**src/rtl/mbrx_pkg.sv**
```systemverilog
// Shared types and constants for the Modbus RTU frame receiver.
// No dependencies; used by every module under rtl/.
`default_nettype none

package mbrx_pkg;

  localparam int unsigned MaxFrameDef = 256;
  localparam int unsigned CntW = 9;
  localparam logic [15:0] SilenceTicksRst = 16'd35;
  localparam logic [15:0] CrcPreset = 16'hFFFF;
  localparam logic [15:0] CrcPoly = 16'hA001;
  localparam logic [CntW-1:0] MinFrameLen = 9'd4;
  localparam logic [CntW-1:0] FrameOverhead = 9'd3;

  typedef enum logic [1:0] {
    OP_START = 2'd0,
    OP_STOP  = 2'd1,
    OP_BYTE  = 2'd2,
    OP_TICK  = 2'd3
  } op_e;

  typedef enum logic [2:0] {
    EV_NONE    = 3'd0,
    EV_BYTE    = 3'd1,
    EV_BUS_RDY = 3'd2,
    EV_VALID   = 3'd3,
    EV_REJECT  = 3'd4
  } event_e;

  localparam logic [1:0] ModeInit  = 2'd0;
  localparam logic [1:0] ModeIdle  = 2'd1;
  localparam logic [1:0] ModeRcv   = 2'd2;
  localparam logic [1:0] ModeError = 2'd3;

  typedef struct packed {
    op_e        op;
    logic [7:0] rx_byte;
  } in_item_t;

  typedef struct packed {
    event_e     event_res;
    logic [7:0] data_byte;
    logic [7:0] byte_index;
    logic [7:0] slave_address;
    logic [7:0] pdu_length;
  } out_item_t;

endpackage

`default_nettype wire

```
**src/rtl/mbrx_crc.sv**
```systemverilog
// Byte-wide Modbus CRC-16 update (reflected poly, eight shift steps).
// Depends on mbrx_pkg.
`default_nettype none

module mbrx_crc (
  input  wire logic [15:0] crc_i,
  input  wire logic [7:0]  byte_i,
  output logic      [15:0] crc_o
);

  always_comb begin
    logic [15:0] c;
    c = crc_i ^ {8'h00, byte_i};
    for (int k = 0; k < 8; k++) begin
      if (c[0]) begin
        c = (c >> 1) ^ mbrx_pkg::CrcPoly;
      end else begin
        c = c >> 1;
      end
    end
    crc_o = c;
  end

endmodule

`default_nettype wire

```
**src/rtl/mbrx_core.sv**
```systemverilog
// Receiver state (mode, silence timer, byte count, running CRC) and the
// per-beat result logic. Depends on mbrx_pkg and mbrx_crc.
`default_nettype none

module mbrx_core #(
  parameter int unsigned MaxFrame = mbrx_pkg::MaxFrameDef
) (
  input  wire logic                clk_i,
  input  wire logic                rst_ni,
  input  wire logic                cfg_we_i,
  input  wire logic [15:0]         cfg_wdata_i,
  input  wire logic                step_i,
  input  wire mbrx_pkg::in_item_t  item_i,
  output mbrx_pkg::out_item_t      res_o
);

  localparam logic [mbrx_pkg::CntW-1:0] FrameLimit = mbrx_pkg::CntW'(MaxFrame);

  logic [15:0] silence_ticks_q;
  logic [1:0]  mode_q, mode_d;
  logic        enabled_q, enabled_d;
  logic        timer_q, timer_d;
  logic [15:0] scount_q, scount_d;
  logic [mbrx_pkg::CntW-1:0] bcount_q, bcount_d;
  logic [15:0] crc_q, crc_d;
  logic [7:0]  first_q, first_d;

  logic [15:0] crc_base, crc_next, scount_inc, limit;
  logic [mbrx_pkg::CntW-1:0] plen_full;

  assign crc_base = (mode_q == mbrx_pkg::ModeIdle) ? mbrx_pkg::CrcPreset : crc_q;
  assign scount_inc = scount_q + 16'd1;
  assign limit = (silence_ticks_q == 16'd0) ? 16'd1 : silence_ticks_q;
  assign plen_full = bcount_q - mbrx_pkg::FrameOverhead;

  mbrx_crc u_crc (
    .crc_i  (crc_base),
    .byte_i (item_i.rx_byte),
    .crc_o  (crc_next)
  );

  always_comb begin
    mode_d    = mode_q;
    enabled_d = enabled_q;
    timer_d   = timer_q;
    scount_d  = scount_q;
    bcount_d  = bcount_q;
    crc_d     = crc_q;
    first_d   = first_q;
    res_o     = '0;
    res_o.event_res = mbrx_pkg::EV_NONE;
    unique case (item_i.op)
      mbrx_pkg::OP_START: begin
        mode_d    = mbrx_pkg::ModeInit;
        enabled_d = 1'b1;
        timer_d   = 1'b1;
        scount_d  = '0;
      end
      mbrx_pkg::OP_STOP: begin
        enabled_d = 1'b0;
        timer_d   = 1'b0;
        scount_d  = '0;
      end
      mbrx_pkg::OP_BYTE: begin
        if (enabled_q) begin
          timer_d  = 1'b1;
          scount_d = '0;
          if (mode_q == mbrx_pkg::ModeIdle) begin
            crc_d    = crc_next;
            first_d  = item_i.rx_byte;
            bcount_d = mbrx_pkg::CntW'(1);
            mode_d   = mbrx_pkg::ModeRcv;
            res_o.event_res = mbrx_pkg::EV_BYTE;
            res_o.data_byte = item_i.rx_byte;
          end else if (mode_q == mbrx_pkg::ModeRcv) begin
            if (bcount_q < FrameLimit) begin
              crc_d    = crc_next;
              bcount_d = bcount_q + mbrx_pkg::CntW'(1);
              res_o.event_res  = mbrx_pkg::EV_BYTE;
              res_o.data_byte  = item_i.rx_byte;
              res_o.byte_index = bcount_q[7:0];
            end else begin
              mode_d = mbrx_pkg::ModeError;
            end
          end
        end
      end
      mbrx_pkg::OP_TICK: begin
        if (timer_q) begin
          scount_d = scount_inc;
          if (scount_inc >= limit) begin
            if (mode_q == mbrx_pkg::ModeInit) begin
              res_o.event_res = mbrx_pkg::EV_BUS_RDY;
            end else if (mode_q == mbrx_pkg::ModeRcv) begin
              if (bcount_q >= mbrx_pkg::MinFrameLen && crc_q == 16'd0) begin
                res_o.event_res     = mbrx_pkg::EV_VALID;
                res_o.slave_address = first_q;
                res_o.pdu_length    = plen_full[7:0];
              end else begin
                res_o.event_res = mbrx_pkg::EV_REJECT;
              end
            end
            timer_d  = 1'b0;
            scount_d = '0;
            mode_d   = mbrx_pkg::ModeIdle;
          end
        end
      end
      default: ;
    endcase
  end

  always_ff @(posedge clk_i or negedge rst_ni) begin
    if (!rst_ni) begin
      silence_ticks_q <= mbrx_pkg::SilenceTicksRst;
      mode_q    <= mbrx_pkg::ModeInit;
      enabled_q <= 1'b0;
      timer_q   <= 1'b0;
      scount_q  <= '0;
      bcount_q  <= '0;
      crc_q     <= mbrx_pkg::CrcPreset;
      first_q   <= '0;
    end else begin
      if (cfg_we_i) begin
        silence_ticks_q <= cfg_wdata_i;
      end
      if (step_i) begin
        mode_q    <= mode_d;
        enabled_q <= enabled_d;
        timer_q   <= timer_d;
        scount_q  <= scount_d;
        bcount_q  <= bcount_d;
        crc_q     <= crc_d;
        first_q   <= first_d;
      end
    end
  end

endmodule

`default_nettype wire

```
**src/rtl/modbus_rtu_frame_receiver_unit.sv**
```systemverilog
// Modbus RTU frame receiver top level: input register, receiver core and
// result register. Depends on mbrx_pkg and mbrx_core.
`default_nettype none

// Takes one event beat (start, stop, received byte, timer tick) per clock
// unless stalled, and returns exactly one result beat for each, in order. A
// beat passes through the input register and then the result register, with
// the state update and byte CRC done combinationally between them. The result
// register stalls back to the input register and from there to in_stall_o.
// silence_ticks is written through cfg_we_i and cfg_wdata_i by the user only
// while no beat is in flight; the block does not enforce this. It resets to 35.
module modbus_rtu_frame_receiver_unit #(
  parameter int unsigned MaxFrame = mbrx_pkg::MaxFrameDef
) (
  input  wire logic                 clk_i,
  input  wire logic                 rst_ni,
  input  wire logic                 cfg_we_i,
  input  wire logic [15:0]          cfg_wdata_i,
  input  wire logic                 in_valid_i,
  output logic                      in_stall_o,
  input  wire mbrx_pkg::in_item_t   in_data_i,
  output logic                      out_valid_o,
  input  wire logic                 out_stall_i,
  output mbrx_pkg::out_item_t       out_data_o
);

  logic                s0_valid_q;
  mbrx_pkg::in_item_t  s0_item_q;
  logic                s1_valid_q;
  mbrx_pkg::out_item_t s1_res_q;
  mbrx_pkg::out_item_t res;
  logic                s1_free, s0_move, s0_free;

  assign s1_free = !s1_valid_q || !out_stall_i;
  assign s0_move = s0_valid_q && s1_free;
  assign s0_free = !s0_valid_q || s1_free;
  assign in_stall_o = !s0_free;

  mbrx_core #(
    .MaxFrame (MaxFrame)
  ) u_core (
    .clk_i       (clk_i),
    .rst_ni      (rst_ni),
    .cfg_we_i    (cfg_we_i),
    .cfg_wdata_i (cfg_wdata_i),
    .step_i      (s0_move),
    .item_i      (s0_item_q),
    .res_o       (res)
  );

  always_ff @(posedge clk_i or negedge rst_ni) begin
    if (!rst_ni) begin
      s0_valid_q <= 1'b0;
      s1_valid_q <= 1'b0;
    end else begin
      if (s0_free) begin
        s0_valid_q <= in_valid_i;
      end
      if (s1_free) begin
        s1_valid_q <= s0_valid_q;
      end
    end
  end

  always_ff @(posedge clk_i) begin
    if (s0_free && in_valid_i) begin
      s0_item_q <= in_data_i;
    end
    if (s0_move) begin
      s1_res_q <= res;
    end
  end

  assign out_valid_o = s1_valid_q;
  assign out_data_o  = s1_res_q;

endmodule

`default_nettype wire

```
**config.mk**
```make
export PLATFORM = sky130hd
export DESIGN_NAME = modbus_rtu_frame_receiver_unit
export DESIGN_NICKNAME = d
export VERILOG_FILES = /design/src/rtl/mbrx_pkg.sv /design/src/rtl/mbrx_crc.sv /design/src/rtl/mbrx_core.sv /design/src/rtl/modbus_rtu_frame_receiver_unit.sv
export SDC_FILE = /design/constraint.sdc
export NUM_CORES = 1
export LEC_CHECK = 0
export BUFFER_PORTS_ARGS = -buffer_cell sky130_fd_sc_hd__buf_2
export CAP_MARGIN = 20
export CORE_AREA = 2 2 105 107
export CTS_CLUSTER_DIAMETER = 80
export CTS_CLUSTER_SIZE = 24
export DETAILED_ROUTE_END_ITERATION = 8
export DIE_AREA = 0 0 107 109
export GPL_TIMING_DRIVEN = 0
export PLACE_DENSITY_LB_ADDON = 0.08
export SETUP_SLACK_MARGIN = 0.3
export SLEW_MARGIN = 20
export SYNTH_ARGS = -nofsm -noshare
export SYNTH_HDL_FRONTEND = slang
export SYNTH_SLANG_ARGS = --single-unit
```
**constraint.sdc**
```tcl
create_clock -name clk_i -period 3.9 [get_ports clk_i]
set_clock_uncertainty 0.2 [all_clocks]
set_input_delay 0.78 -clock clk_i [delete_from_list [all_inputs] [get_ports clk_i]]
set_output_delay 0.78 -clock clk_i [all_outputs]
set_load 0.03 [all_outputs]
```
### Word-level counts from Yosys, hierarchy flattened

Cells that the tools add are included.

| operators by class | value |
|---|---|
| $add $sub $neg | 3 |
| $mul | 0 |
| divide/modulo/power cells | 0 |
| order comparisons | 3 |
| equality and inequality tests | 10 |
| shifts and indexed selects | 0 |
| mux-type cells | 43 |
| bitwise logic cells | 17 |
| reduce and logical (&&, ||, !) cells | 27 |

Operators by type and width:

| operator | number |
|---|---|
| 16-bit two-way mux | 16 |
| 16-bit case mux with 3 select lines | 1 |
| 19-bit two-way mux | 2 |
| 16-bit zero test | 2 |
| 9-bit two-way mux | 3 |
| 2-bit NOT with 3-bit output | 8 |
| 17-bit two-way mux | 1 |
| 16-bit by 1-bit adder with 16-bit output (second input constant) | 1 |
| 16-bit >= comparator | 1 |
| 16-bit by 8-bit XOR with 16-bit output | 1 |
| 3-bit two-way mux | 5 |
| 2-bit two-way mux | 6 |
| 11-bit two-way mux | 1 |
| 9-bit by 1-bit adder with 9-bit output (second input constant) | 1 |
| 9-bit by 3-bit >= comparator with 1-bit output (second input constant) | 1 |
| 9-bit < comparator (second input constant) | 1 |
| 8-bit two-way mux | 1 |
| 1-bit NOT | 8 |
| 8-bit by 2-bit subtractor with 8-bit output (second input constant) | 1 |
| 7-bit AND reduction | 1 |
| 2-bit equality test (second input constant) | 3 |
| 2-bit by 1-bit != test with 1-bit output (second input constant) | 3 |
| 2-bit case mux with 3 select lines | 1 |
| 3-bit case mux with 2 select lines | 1 |
| 19 further kinds | 33 |

| storage, ports and cells | value |
|---|---|
| register bits | 116 |
| latch bits | 0 |
| RAM bits | 0 |
| bits in read-only memories | 0 |
| bits of input ports | 31 |
| logic and storage cells | 120 |
| memories | 0 |

### Depth between registers and ports, before layout

| depth | value |
|---|---|
| word-level depth | 22 |
| depth in mapped cells | 17 |
| gate-level depth less buffers | 16 |

### Hierarchy

From an unflattened synthesis, not the netlist that was laid out.

| unflattened totals | value |
|---|---|
| cells, all modules | 573 |
| area total of the unflattened synthesis | 6018.3 µm² |

By module, submodules not included:

| module | times used | cells an instance | area an instance (µm²) | sequential area each (µm²) |
|---|---|---|---|---|
| mbrx_core | 1 | 491 | 4290.4 | 1750.4 |
| modbus_rtu_frame_receiver_unit | 1 | 53 | 1443.9 | 1401.3 |
| mbrx_crc | 1 | 29 | 284.0 | 0.0 |

### Worst setup path after synthesis

No wires, ideal clock.

| timing | value |
|---|---|
| path type | reg-to-reg |
| from | reg u_core.scount_q[0] |
| to | reg s1_res_q, in the netlist out_data_o[10] (data pin) |
| library setup time | 0.255 ns |
| arrival | 2.953 ns |
| required time | 3.445 ns |
| setup slack | 0.493 ns |
| stages on the path, launching flop included | 18 |
| path buffers | 1 |
| cells stage by stage | dfrtp_1 > ha_1 > nand3_1 > nor2_1 > nand2_1 > inv_1 > nand4_1 > xnor2_1 > ha_1 > nand2_1 > o21ai_1 > nand3_1 > a21oi_1 > a211o_1 > a21oi_1 > and4b_1 > buf_2 > and2_1 |

| between the ends | value |
|---|---|
| longest elaborated chain between the ends | 4 |

RTL lines:

| element | RTL line | RTL |
|---|---|---|
| start, declared | mbrx_core.sv:23 | `logic [15:0] scount_q, scount_d;` |
| start signal, assigned | mbrx_core.sv:131 | `scount_q <= scount_d;` |
| 16-bit by 1-bit adder with 16-bit output | mbrx_core.sv:32 | `assign scount_inc = scount_q + 16'd1;` |
| 16-bit >= comparator | mbrx_core.sv:91 | `if (scount_inc >= limit) begin` |
| 1-bit NOT (no line) | - |  |
| 6-bit OR reduction (no line) | - |  |
| end signal, assigned | modbus_rtu_frame_receiver_unit.sv:70 | `s1_res_q <= res;` |
| end, declared | modbus_rtu_frame_receiver_unit.sv:30 | `mbrx_pkg::out_item_t s1_res_q;` |

No other way between the ends.
A chain may end at the register's enable or synchronous reset.

### Worst setup path in the final report

| timing | value |
|---|---|
| from | reg u_core.scount_q[4] |
| to | reg s1_res_q, in the netlist out_data_o[14] (data pin) |

Same word-level chain as after synthesis.

==> impl_metrics.ini <==
[synth]
ys_seq_area_share_pct = 55.1
ys_warn_count = 0
synth_edf_count = 45
async_flop_share_pct = 61.2
netlist_area_sq_um = 5720
ys_seq_elements = 116
synth_cell_types = 49
synthCells = 526
syn_area_per_cell_sq_um = 10.9
synthFlopType = dfrtp_1
synth_nets = 579

[sta]
fin_crit_sh_pct = 90.1
setup_viol = 0
worst_slew_pin_slew_ns = 0.796
slew_headroom_pct = 46.9
layout_min_cycle_time_ns = 3.51
drv_slew = 0
setup_tns_ns = 0
rsz0062_at_grt = false
fmax_mhz = 285
holdWs_ns = 0.237
hold_viol_final = 0

[clocking]
cts-root-buf = clkbuf_8
clkLatencyLatePin_ns = 0.52
cts_tree = done
htree_levels = 4
cts_inserted_buffers = 17
cts.sinks = 116
clk_pin_slew_ns = 0.06
cts_max_path_buffers = 2

[setup_path]
worstPathMaxFanout = 9
cpLargestDelayFamily = simple AND/OR/NAND/NOR gates
end_kind = flop
startpoint_type = flop
crit_buf_inv = 1
critPathKind = flop to flop
crit_chain = nand3_2, nor2_4, and3_4, nand3_1, xnor2_2, ha_1, a21oi_1, o21ai_1, nand3_1, a21oi_1, a211o_1, a21oi_4, and4b_1, clkbuf_4, and2_1
cp_slowest_cell = dfrtp_1
slowest_delay_ns = 0.45
critPathRequiredTime_ns = 3.97
arrival_ns = 3.58

[global_routing]
grt.met2_usage_pct = 34.3
met1_usage_pct = 31.4
grtUsageTotal_pct = 22.1
grt_pass1_wl_microns = 19800
grt_start_max_net_pins = 47
grt_use_met3_pct = 4.60
busiest_layer = met2
antenna_found_initial = 0
grt_pass1_vias = 4018
grt_overflow = 0

[floorplanning]
die_area_sq_um = 11700
die_y_microns = 109
io_pins = 68
initial_utilization_pct = 53.9
die_w_microns = 107
fp-row-count = 38
core_sq_um = 10600

[power_and_ir_drop]
clkPwrFrac_pct = 34.4
leakage_nw = 3.14
powerDensity_nw_per_um2 = 556
p_total_mw = 3.92
cellInternalPower_mw = 2.68
p_seq_share_pct = 42.2
combPwrFrac_pct = 23.4
switching_share_pct = 31.6
vdd_ir_drop_max_mv = 0.363
p_switching_mw = 1.24

[finish]
final_cell_count_no_fill = 781
post-route-util_pct = 66.5
n_fill_cell = 825
drive_above_1_share_pct = 28.4
num-nets-final = 681
areaGrowthSynthToFinish_pct = 23.4
antenna_cells = 0
multiInputGateArea_sq_um = 2510
seq_area_sq_um = 3160

[drt]
first_pass_iters = 5
via_per_inst = 5.36
drc_errors = 0
vias = 4183
wirelength_microns = 12200
postRouteAntennaNets = 0
drt_iter0_markers = 252
wl_per_cell_microns = 15.6

[placement]
dp.cells = 734
gp_congestion = 0.825
hpwl_microns = 8060
port_buffers = 67

[outcome]
status = finished, final reports clean

[flow_run]
cap_violations = 0

[min_path]
hold_path_class = primary input to flop
## routing by layer
metal  vias to the layer above  share of wire (%)
li1                       2036                  -
met5                         -                  0
met3                        10                4.0
met1                      2043                 48
met2                        94                 47
met4                         0               0.94
## cell type report
type	instances	share of cell area [%]
tap	140	2.48
timing repair buffer	83	6.81
clock inverter	15	1.60
sequential	116	44.8
buffer	20	1.47
multi-input combinational	363	35.6
clock buffer	17	5.87
inverter	27	1.44
## registers in the layout (all words and copies together), names as in the netlist
signal	flops
out_data_o	35
out_valid_o	1
s0_item_q	10
s0_valid_q	1
u_core.bcount_q	9
u_core.crc_q	16
u_core.enabled_q	1
u_core.first_q	8
u_core.mode_q	2
u_core.scount_q	16
u_core.silence_ticks_q	16
u_core.timer_q	1
## final timing paths
kind                               startpoint                        end  slack (ns)  cells after the start
min reg2reg                   u_core.crc_q[9]            u_core.crc_q[9]        0.27                      2
max                        u_core.scount_q[4]             out_data_o[14]        0.39                     15
min                              in_data_i[3]               s0_item_q[3]        0.24                      1
max in group asynchronous              rst_ni  u_core.silence_ticks_q[5]        2.36                      3
max reg2reg                u_core.scount_q[4]             out_data_o[14]        0.39                     15
min in group asynchronous              rst_ni          u_core.first_q[4]        0.53                      2
## cells in the mapped netlist, drive strengths merged, types with 5 or more instances
cell type / instances / area share [%]
a21oi: 16 / 1.4
a22o: 16 / 2.5
and2: 26 / 2.8
buf: 7 / 0.90
clkbuf: 13 / 0.88
dfrtp: 52 / 23
dfstp: 19 / 8.7
edfxtp: 45 / 24
ha: 22 / 4.8
inv: 27 / 1.8
mux2: 11 / 2.2
nand2: 54 / 3.5
nand3: 12 / 1.1
nand4: 8 / 0.98
nor2: 46 / 3.3
nor2b: 5 / 0.55
nor3: 9 / 0.79
nor4: 9 / 1.1
o21ai: 49 / 4.3
xnor2: 33 / 5.1
xor2: 20 / 3.1
## worst register-to-register path, delay by kind of cell (launching register included)
family                   cells  cell delay (ns)
AO/OA/AOI/OAI                5             0.76
XOR/XNOR                     1             0.18
adder cells (fa/ha/maj)      1             0.32
buffers and inverters        1             0.18
flip-flops                   1             0.45
AND/OR/NAND/NOR              7             1.17
## logic make-up (layout without fill, tap and decap cells)
family | after synthesis | count (layout) | synth area share, %
AND/OR/NAND/NOR | 182 | 182 | 16.0
flip-flops | 116 | 116 | 55.1
AO/OA/AOI/OAI | 94 | 94 | 10.1
XOR/XNOR | 53 | 53 | 8.12
buffers and inverters | 47 | 162 | 3.55
adder cells (fa/ha/maj) | 22 | 22 | 4.81
multiplexers | 12 | 12 | 2.34
## power groups by stage
stage | sequential, mW | combinational [mW] | clock (mW)
after floorplan | 1.68 | 0.651 | 0
after global placement | 1.66 | 0.868 | 0
after detailed placement | 1.67 | 0.891 | 0
after CTS | 1.65 | 0.918 | 1.37
after global routing | 1.68 | 1.03 | 1.43
final | 1.65 | 0.919 | 1.35
## placed cells by master, fill, tap and decap left out, types with 2 or more instances in the layout
cell type and n:
xor2_1 20, clkinv_4 5, a211oi_1 2, nor2b_1 5, a21oi_1 14, ha_1 21
a22o_1 16, dfrtp_1 48, buf_4 17, a41o_1 2, nor4_1 8, nor3_1 9
o21ai_1 2, mux2_2 11, buf_2 67, buf_6 2, clkinv_2 3, nand3_1 8
nand4_1 7, nand2b_1 4, and2_1 26, nand3_2 2, dfrtp_2 4, edfxtp_1 45
inv_1 26, nand3_4 2, nand2_1 51, nor2_4 5, clkbuf_1 12, clkbuf_16 16
xnor2_1 31, and3_1 2, xnor2_2 2, nor2_1 41, clkinvlp_4 6, nand2_2 3
o21ai_0 47, dfstp_2 19
## per-stage QoR
step	setup slack [ns]	area (sq um)
after floorplan	0.493	5720
after global placement	-0.0784	6230
after detailed placement	-0.151	6260
after CTS	0.309	6910
after global routing	0.285	7050
final	0.386	7050
## what timing repair did
action | CTS | global route
resized for setup | 12 | 20
setup buffers | 6 | 8
setup endpoints to repair | 35 | 37
hold buffers | 1 | 0
pin swaps | 4 | 5
endpoints found under the hold margin | 9 | 0
Note: power is estimated with default switching activity, not from simulation.
